[config.mk]
export PLATFORM = sky130hd
export DESIGN_NAME = nlvt_front
export DESIGN_NICKNAME = d
export VERILOG_FILES = /design/src/rtl/nlvt_pkg.sv /design/src/rtl/nlvt_front.sv
export SDC_FILE = /design/constraint.sdc
export NUM_CORES = 1
export LEC_CHECK = 0
export BUFFER_PORTS_ARGS = -buffer_cell sky130_fd_sc_hd__clkbuf_2
export CAP_MARGIN = 0
export CORE_MARGIN = 10
export CORE_UTILIZATION = 35
export CTS_BUF_LIST = sky130_fd_sc_hd__clkbuf_4
export DETAILED_ROUTE_END_ITERATION = 7
export PLACE_DENSITY = 0.63
export SLEW_MARGIN = 20
export SYNTH_ARGS = -nofsm -noshare
export SYNTH_HDL_FRONTEND = slang
export SYNTH_SLANG_ARGS = --single-unit
[constraint.sdc]
create_clock -name clock -period 2.8 [get_ports clock]
set_input_delay 0.56 -clock clock [delete_from_list [all_inputs] [get_ports clock]]
set_output_delay 0.56 -clock clock [all_outputs]
set_load 0.02 [all_outputs]
[src/rtl/nlvt_pkg.sv]
// Shared types, constants and helpers for the nearest linked value table.
// Used by nlvt_front, nlvt_back and nearest_linked_value_table_top.
package nlvt_pkg;

   // Table capacity and derived widths
   localparam int MAX_LINKS = 256;
   localparam int CNT_W     = $clog2(MAX_LINKS + 1);
   localparam int IDX_W     = (MAX_LINKS > 1) ? $clog2(MAX_LINKS) : 1;

   // Queue between front and back
   localparam int QDEPTH  = 2;
   localparam int QPTR_W  = (QDEPTH > 1) ? $clog2(QDEPTH) : 1;
   localparam int QCNT_W  = $clog2(QDEPTH + 1);

   // Command codes
   localparam logic CMD_ADD   = 1'b0;
   localparam logic CMD_QUERY = 1'b1;

   // Result status codes
   localparam logic [1:0] STAT_QUERY  = 2'd0;
   localparam logic [1:0] STAT_STORED = 2'd1;
   localparam logic [1:0] STAT_DUP    = 2'd2;
   localparam logic [1:0] STAT_FULL   = 2'd3;

   // One request beat
   typedef struct packed {
      logic               command;
      logic signed [31:0] start_req;
      logic signed [31:0] finish;
   } item_type;

   // Exact magnitude of the difference of two signed 32-bit values
   function automatic logic [31:0] gap(input logic signed [31:0] x,
                                       input logic signed [31:0] y);
      logic signed [32:0] diff;
      logic        [32:0] mag;
      diff = {x[31], x} - {y[31], y};
      mag  = diff[32] ? (33'd0 - diff) : diff;
      return mag[31:0];
   endfunction

endpackage

[src/rtl/nlvt_front.sv]
// Front end: accepts request beats and holds them in a short queue.
// Depends on nlvt_pkg for the item type and queue depth.
module nlvt_front (
   input  logic                 clock,
   input  logic                 reset,
   input  logic                 start,
   output logic                 busy,
   input  logic                 req_command,
   input  logic signed [31:0]   req_start_req,
   input  logic signed [31:0]   req_finish,
   output nlvt_pkg::item_type   q_item,
   output logic                 q_valid,
   input  logic                 q_pop
);
   import nlvt_pkg::*;

   item_type            slot_ff [QDEPTH];
   logic [QPTR_W-1:0]   wr_ptr_ff, wr_ptr_in;
   logic [QPTR_W-1:0]   rd_ptr_ff, rd_ptr_in;
   logic [QCNT_W-1:0]   cnt_ff, cnt_in;
   logic                push;
   logic                pop;

   // Handshake
   assign busy    = (cnt_ff == QCNT_W'(QDEPTH));
   assign push    = start && !busy;
   assign q_valid = (cnt_ff != '0);
   assign pop     = q_pop && q_valid;
   assign q_item  = slot_ff[rd_ptr_ff];

   // Pointer and fill count update
   always_comb begin
      wr_ptr_in = wr_ptr_ff;
      rd_ptr_in = rd_ptr_ff;
      cnt_in    = cnt_ff;
      if (push) begin
         wr_ptr_in = (wr_ptr_ff == QPTR_W'(QDEPTH - 1)) ? '0 : wr_ptr_ff + 1'b1;
      end
      if (pop) begin
         rd_ptr_in = (rd_ptr_ff == QPTR_W'(QDEPTH - 1)) ? '0 : rd_ptr_ff + 1'b1;
      end
      if (push && !pop) begin
         cnt_in = cnt_ff + 1'b1;
      end else if (pop && !push) begin
         cnt_in = cnt_ff - 1'b1;
      end
   end

   always_ff @(posedge clock) begin
      if (reset) begin
         wr_ptr_ff <= '0;
         rd_ptr_ff <= '0;
         cnt_ff    <= '0;
      end else begin
         wr_ptr_ff <= wr_ptr_in;
         rd_ptr_ff <= rd_ptr_in;
         cnt_ff    <= cnt_in;
      end
   end

   // Queue storage, no reset needed
   always_ff @(posedge clock) begin
      if (push) begin
         slot_ff[wr_ptr_ff].command   <= req_command;
         slot_ff[wr_ptr_ff].start_req <= req_start_req;
         slot_ff[wr_ptr_ff].finish    <= req_finish;
      end
   end

endmodule

Yosys cells after proc, flatten, opt, wreduce, memory -nomap -nowiden
Memories as Yosys holds them, arrays and structs flattened. A register that Yosys moved wholly into a read port is not among the register bits.
Cells that the tools add are included.
{ "totals": {"output_inout_bits": 67, "mem_bits_rw": 130, "wordCells": 26, "input_bits": 69, "n_memories": 1, "ff_bits": 4} }
{ "op_classes": {"eq_ne": 1, "reduce_logical": 9, "addsub": 4, "n_mux": 8} }
{ "memory_table": {"columns": ["name", "depth", "word_bits", "read_ports", "rd_ports_with_merged_regs", "write_ports", "line", "source"], "rows": [
  ["slot_ff", 2, 65, 1, 1, 1, "nlvt_front.sv:17", "item_type slot_ff [QDEPTH];"]
]} }
{ "op_table": {"columns": ["op", "n"], "rows": [
  ["two-way mux 1 bit", 6],
  ["logical AND 1 bit", 4],
  ["two-way mux 2 bit", 2],
  ["nonzero test 2 bit", 2],
  ["zero test 1 bit", 3],
  ["adder 1 bit (second input constant)", 2],
  ["adder 2 x 1 -> 2 bit (second input constant)", 1],
  ["equality test 2 bit (second input constant)", 1],
  ["subtractor 2 x 1 -> 2 bit (second input constant)", 1]
]} }

Depth between registers and ports, before layout
Gate-level depths: netlist of the first run.
{ "logic_depth": {"ltp_word": 7, "ltp_mapped": 6} }

Least setup slack after synthesis of the first run
No wires, ideal clock.
{ "synth_timing": {"kind": "input -> register", "from": "in start", "to": "mem slot_ff[1][0] (netlist bit), enable pin", "setup_slack_ns": 0.096, "arrival_time_ns": 2.273, "path_buffers": 0, "setup_time_ns": 0.430, "cell_stages": 3, "t_required_ns": 2.370, "path_cell_list": "inv_1 -> nor2_1 -> and2_1"} }
{ "synth_via": {"elab_chain_cells": 3} }
{ "synth_lines": {"columns": ["element", "line", "source"], "rows": [
  ["from (decl)", "nlvt_front.sv:6", "input logic start,"],
  ["logical AND 1 bit", "nlvt_front.sv:26", "assign push = start && !busy;"],
  ["two-way mux 1 bit", "nlvt_front.sv:63", "if (push) begin"],
  ["two-way mux 1 bit (not written as such)", "nlvt_front.sv:66", "slot_ff[wr_ptr_ff].finish <= req_finish;"],
  ["to (decl)", "nlvt_front.sv:17", null]
]} }
Every way passes these cells.

==> impl_metrics.yaml, run 1 <==
cts:
  htreeDepth: 4
  cts_tree: "yes"
  cts_root_buf: "clkbuf_4"
  cts-hold-fix-buffers: 0
  cts_resized: 0
  cts.sinks: 135
  clock_path_buffers: 2
  clk_latency_ns: 0.55
  cts_setup_buffers: 0
  path_clk_slew_ns: 0.12
  cts_inserted_buffers: 17
worst_setup_path:
  cp-start-kind: "register"
  cp.depth: 3
  cp-endpoint: "q_item[11]"
  rrSetupSlack_ns: 1.04
  cp-end-kind: "primary output"
  critPathBufInv: 2
  cp_top_family: "flip-flops"
  required_ns: 2.24
  critPathSlowestCell: "dfxtp_4"
  critical_path_class: "register to primary output"
  critPathMaxStageDelay_ns: 0.66
  reg2reg_from: "cnt_ff[0]$_SDFFE_PP0P_"
  crit_arrival_ns: 2.07
  cp_max_fo: 35
  path_cells: "buf_12 -> mux2_2 -> clkbuf_2"
  rr_worst_depth: 4
  rr_endpoint: "slot_ff[1][28]$_DFFE_PP_"
timing:
  grt_setup_unrepaired: "false"
  fmax_ghz: 0.381
  hold_viol: 0
  setup-violations-final: 0
  worst_slew_pin_slew_ns: 0.482
  fin_ws_ns: 0.174
  final_max_slew_viol_count: 0
  fin_crit_sh: 0.938
  layout_min_cycle_time_ns: 2.63
  slew_headroom: 0.679
  fin_setup_tns_ns: 0
  clock_skew_ns: 0.0145
synth:
  yosysTopAreaCellShare: 0.796
  synth_top_family_by_area: "multiplexers"
  ys_types: 15
  synth_seq_area_share: 0.817
  synth-xor-area-share: 0.00536
  syn_area_um2: 4900
  synthAdderAreaFrac: 0.00255
  synth_compound_area_frac: 0.00510
  synth_top_area_cell: "edfxtp_1"
  synth_seq_cells: 135
  synth.area.top_cells: "edfxtp_1 (80%), mux2_2 (15%), dfxtp_1 (2.0%), buf_4 (0.77%), xor2_1 (0.54%)"
  syn_inst: 227
  yosys_warnings: 0
  synthSimpleGateAreaFrac: 0.00995
  avgSynthCellArea_um2: 21.6
  synthMuxAreaShare: 0.149
  syn-num-nets: 297
die:
  io_pins: 136
  die_area_um2: 19100
  dieHeight_um: 138
  die_x_um: 138
  std_cell_rows: 43
  start_util: 0.355
  coreArea_um2: 13800
detailed_routing:
  dr.pass1.iters: 4
  finalWirelength_um: 9950
  viasPerCell: 4.44
  routedWlPerCell_um: 17.4
  drtIter0Drc: 128
  drc_errors: 0
  vias: 2534
  detail-route-antenna-nets: 0
placed_design:
  pre_cts_ws_ns: 0.729
  place_area_um2: 5820
  place_congestion: 0.711
  port_buffers: 135
  hpwlAfterDp_um: 6730
finish:
  post-route-util: 0.440
  areaGrowthSynthToFinish_pct: 24.0
  num_antenna_cells: 0
  postLayoutCellArea_um2: 6080
  final_common_cell: "clkbuf_2"
  layout.cells.most_common_list: "clkbuf_2 (135), edfxtp_1 (130), mux2_2 (65), clkbuf_4 (20), clkinv_2 (6)"
  finalNetCount: 448
  layout-drive-gt1-share: 0.609
outcome:
  status: "finished, final reports clean"
run:
  drv_cap: 0
power:
  powerDensity_nw_per_um2: 897
  worst_ir_drop_vdd_uv: 553
  p_total_w: 0.00545
  p_leak_nw: 2.30
global_route:
  gr-usage-met1: 0.114
  grt.overflow.total: 0
  busiest_layer: "met2"
  grt.total_usage: 0.107
  first_global_vias: 2940
  use_met3: 0.0531
  grt_first_pass_wirelength_um: 15700
  grt_max_degree: 36
  use_met2: 0.174
  antenna_found_initial: 0
hold_path:
  hp-class: "primary input to register"
  hold_start: "req_command"
[metal layers]
| layer | vias to the layer above | part of all wire |
|---|---|---|
| met5 | - | 0 |
| met4 | 0 | 0.020 |
| met3 | 20 | 0.080 |
| met2 | 85 | 0.50 |
| met1 | 1224 | 0.40 |
| li1 | 1205 | - |
[flip-flops by register name (all words and copies together) (netlist names), named ones only]
name and flops:
rd_ptr_ff 1, slot_ff 130, cnt_ff 2, wr_ptr_ff 1
[final cells by class]
class | count | area, um2
flip-flops and latches | 135 | 4010
inverters | 2 | 7.51
well taps | 180 | 225
clock buffers | 20 | 150
multi-input cells | 83 | 847
clock inverters | 12 | 110
repair buffers | 139 | 731
fillers | 1249 | 7750
[per-stage QoR]
stage	std cells	hold slack, ns
2_1_floorplan	227	0.452
3_3_place_gp	539	0.476
3_5_place_dp	539	0.487
4_1_cts	571	0.123
5_1_grt	571	0.131
6_report	571	0.194
[worst reg2reg max path: stages, from the launching register on]
cell	delay [ns]
dfxtp_1	0.45
nor2b_2	0.09
nor2_1	0.15
and2_4	0.46
buf_12	0.31
[report_power, final]
group | switching, W | total, W | internal, W
Clock | 0.000664 | 0.00121 | 0.000542
Sequential | 0.000132 | 0.00267 | 0.00254
Combinational | 0.000939 | 0.00157 | 0.000636
Total | 0.00173 | 0.00545 | 0.00371
[cells by family (layout without fill, tap and decap cells)]
family / Yosys count / count (layout)
fa+ha+maj: 1 / 1
buf+inv: 9 / 173
flops: 135 / 135
mux: 65 / 65
simple gates: 9 / 9
xor+xnor: 3 / 3
compound gates: 5 / 5
[how the worst min path moves through the flow]
stage / cells past startpoint / to / slack, ns
2_1_floorplan: 2 / wr_ptr_ff$_SDFFE_PP0N_ / 0.45
3_3_place_gp: 2 / wr_ptr_ff$_SDFFE_PP0N_ / 0.48
3_5_place_dp: 2 / wr_ptr_ff$_SDFFE_PP0N_ / 0.49
4_1_cts: 1 / slot_ff[1][64]$_DFFE_PP_ / 0.12
5_1_grt: 1 / slot_ff[0][50]$_DFFE_PP_ / 0.13
6_report: 1 / slot_ff[1][64]$_DFFE_PP_ / 0.19
[Yosys cell counts]
master	n
a21oi_1	2
buf_2	2
or2_2	1
o21ai_0	3
and2_1	1
or3_1	2
edfxtp_1	130
dfxtp_1	5
ha_1	1
nor2_1	4
mux2_2	65
buf_4	5
xor2_1	3
inv_1	2
nor2b_2	1
Note: power is estimated with default switching activity, not from simulation.
==> run 2, diff against run 1 <==
--- a/config.mk
+++ b/config.mk
@@ -5,6 +5,7 @@
 export SDC_FILE = /design/constraint.sdc
 export NUM_CORES = 1
 export LEC_CHECK = 0
+export ABC_AREA = 1
 export BUFFER_PORTS_ARGS = -buffer_cell sky130_fd_sc_hd__clkbuf_2
 export CAP_MARGIN = 0
 export CORE_MARGIN = 10
==> run 2 against run 1 <==
Against the previous run: cell count is 3.0% higher; global-route usage is 0.39 points lower; area after synthesis is 4.7% higher; clock power hardly changed; critical path depth stayed put; setup slack better by 0.21 ns; wire length is 0.12% higher; die area is 4.1% higher; power is 0.43% higher; register-to-register slack worse by 0.04 ns; cell area is 3.7% higher; critical path type unchanged; highest routed layer unchanged.
==> impl_metrics.yaml, run 2 <==
power:
  switching_share: 0.309
  pwr-share-seq: 0.479
  pwr-share-clk: 0.220
  p_comb_frac: 0.300
  p_int_w: 0.00378
  switching_power_w: 0.00169
  p_total_w: 0.00547
  worst_ir_drop_vdd_uv: 393
  powerDensity_nw_per_um2: 868
  p_leak_nw: 2.50
synth:
  synthAdderAreaFrac: 0.00244
  synthSimpleGateAreaFrac: 0.0141
  yosysTopAreaCellShare: 0.760
  syn_area_um2: 5140
  avgSynthCellArea_um2: 21.5
  synth_seq_cells: 135
  synth_top_area_cell: "edfxtp_1"
  synth_ff_type: "edfxtp_1"
  yosys_warnings: 0
  synthMuxAreaShare: 0.179
  synth_commonest_cells: "edfxtp_1 (130), mux2_4 (50), mux2_2 (15), inv_1 (8), nor2_1 (8)"
  synth-xor-area-share: 0
  synth_edf_count: 130
  syn_inst: 239
  synth.area.top_cells: "edfxtp_1 (76%), mux2_4 (15%), mux2_2 (3.3%), dfxtp_1 (1.9%), buf_6 (1.3%)"
  yosysMostFrequentCell: "edfxtp_1"
  synthArstFlopShare: 0
  synth_compound_area_frac: 0.00487
  synth_top_family_by_area: "multiplexers"
  synth_seq_area_share: 0.780
  syn-num-nets: 309
  ys_types: 15
timing:
  whs_ns: 0.226
  clock_skew_ns: 0.0131
  fmax_ghz: 0.414
  layout_min_cycle_time_ns: 2.42
  fin_crit_sh: 0.863
  final_max_slew_viol_count: 0
  worst_slew_pin_slew_ns: 0.540
  hold_viol: 0
  slew_headroom: 0.638
  grt_setup_unrepaired: "false"
  setup-violations-final: 0
  fin_ws_ns: 0.383
die:
  start_util: 0.355
  io_pins: 136
  std_cell_rows: 44
  die_x_um: 141
  coreArea_um2: 14500
  die_area_um2: 19900
  dieHeight_um: 141
worst_setup_path:
  cp-end-kind: "primary output"
  rr_worst_depth: 9
  required_ns: 2.24
  cp-start-kind: "register"
  critPathSlowestCell: "buf_12"
  rrSetupSlack_ns: 1.00
  rr_endpoint: "cnt_ff[1]$_SDFFE_PP0P_"
  cp-endpoint: "q_item[55]"
  cp_top_family: "buffers and inverters"
  path_cells: "buf_12 -> mux2_2 -> clkbuf_2"
  cp_max_fo: 64
  reg2reg_from: "cnt_ff[1]$_SDFFE_PP0P_"
  cp.depth: 3
  critPathBufInv: 2
  critPathMaxStageDelay_ns: 0.40
  critical_path_class: "register to primary output"
  crit_arrival_ns: 1.86
detailed_routing:
  drc_errors: 0
  viasPerCell: 4.49
  routedWlPerCell_um: 16.9
  finalWirelength_um: 9960
  vias: 2641
  dr.pass1.iters: 4
  drtIter0Drc: 108
  detail-route-antenna-nets: 0
finish:
  layout-drive-gt1-share: 0.589
  post-route-util: 0.435
  largest_reg_flops: 130
  areaGrowthSynthToFinish_pct: 22.8
  regMostFlops: "slot_ff"
  largestRegisters: "slot_ff x130, cnt_ff x2"
  finalNetCount: 461
  num_antenna_cells: 0
  final_common_cell: "clkbuf_2"
  layout.cells.most_common_list: "clkbuf_2 (135), edfxtp_1 (130), mux2_4 (50), clkbuf_4 (21), mux2_2 (15)"
outcome:
  status: "finished, final reports clean"
global_route:
  grt_first_pass_wirelength_um: 15500
  grt_max_degree: 65
  antenna_found_initial: 0
  grt.overflow.total: 0
  grt.total_usage: 0.103
  first_global_vias: 2877
cts:
  cts_inserted_buffers: 17
  cts_setup_buffers: 0
  cts_tree: "yes"
  htreeDepth: 4
  cts_root_buf: "clkbuf_4"
  path_clk_slew_ns: 0.11
  cts.sinks: 135
  clock_path_buffers: 2
  cts-hold-fix-buffers: 0
  clk_latency_ns: 0.51
  cts_resized: 0
run:
  drv_cap: 0
placed_design:
  pre_cts_ws_ns: 0.908
  hpwlAfterDp_um: 6780
  port_buffers: 135
  place_congestion: 0.663
hold_path:
  hp-class: "primary input to register"
[run 2: cell count changes after synthesis, sizes merged, moves of 2 or more]
cell / previous run / this run
or3: 2 / 0
nor2: 4 / 8
xor2: 3 / 0
nand3: 0 / 2
nand2: 0 / 7
inv: 2 / 8
[run 2: stage by stage]
stage                     std cells  setup TNS [ns]  instance area [um2]
after global routing            588               0                 6300
final                           588               0                 6300
after global placement          556               0                 6040
after floorplan                 239         -139.05                 5140
after detailed placement        556               0                 6040
after CTS                       588               0                 6300
[run 2: area by class of cell]
cell class | instances | area [um2]
fill | 1341 | 8170
clock inverter | 11 | 109
sequential | 135 | 4010
multi-input combinational | 89 | 1040
inverter | 8 | 30.0
timing repair buffer | 140 | 726
tap | 184 | 230
clock buffer | 21 | 158
[run 2: routing by layer]
metal | vias up | wire (um) | global-route usage
li1 | 1242 | - | -
met1 | 1284 | 4000 | 0.110
met2 | 102 | 4910 | 0.164
met3 | 13 | 920 | 0.0581
met4 | 0 | 127 | 0.0408
met5 | - | 0 | 0
[run 2: worst min path at each step]
| stage | start | end | slack [ns] | depth (start not counted) |
|---|---|---|---|---|
| 5_1_grt | req_start_req[10] | slot_ff[1][42]$_DFFE_PP_ | 0.13 | 1 |
| 3_5_place_dp | rd_ptr_ff$_SDFFE_PP0P_ | register | 0.50 | 2 |
| 6_report | req_start_req[10] | slot_ff[1][42]$_DFFE_PP_ | 0.23 | 1 |
| 3_3_place_gp | rd_ptr_ff$_SDFFE_PP0P_ | rd_ptr_ff$_SDFFE_PP0P_ | 0.48 | 2 |
| 2_1_floorplan | rd_ptr_ff$_SDFFE_PP0P_ | register | 0.46 | 2 |
| 4_1_cts | req_start_req[10] | slot_ff[1][42]$_DFFE_PP_ | 0.15 | 1 |
[run 2: cell families (layout without fill, tap and decap cells)]
family,Yosys count,in the layout
flip-flops,135,135
AND/OR/NAND/NOR,18,18
multiplexers,65,65
AO/OA/AOI/OAI,5,5
adder cells (fa/ha/maj),1,1
buffers and inverters,15,180
[run 2: power groups by stage]
stage / sequential [W] / clock (W) / combinational (W)
after global placement: 0.00266 / 0 / 0.00166
after detailed placement: 0.00268 / 0 / 0.00169
final: 0.00262 / 0.00121 / 0.00164
after CTS: 0.00263 / 0.00127 / 0.00169
after floorplan: 0.00268 / 0 / 0.00119
after global routing: 0.00265 / 0.00136 / 0.00177
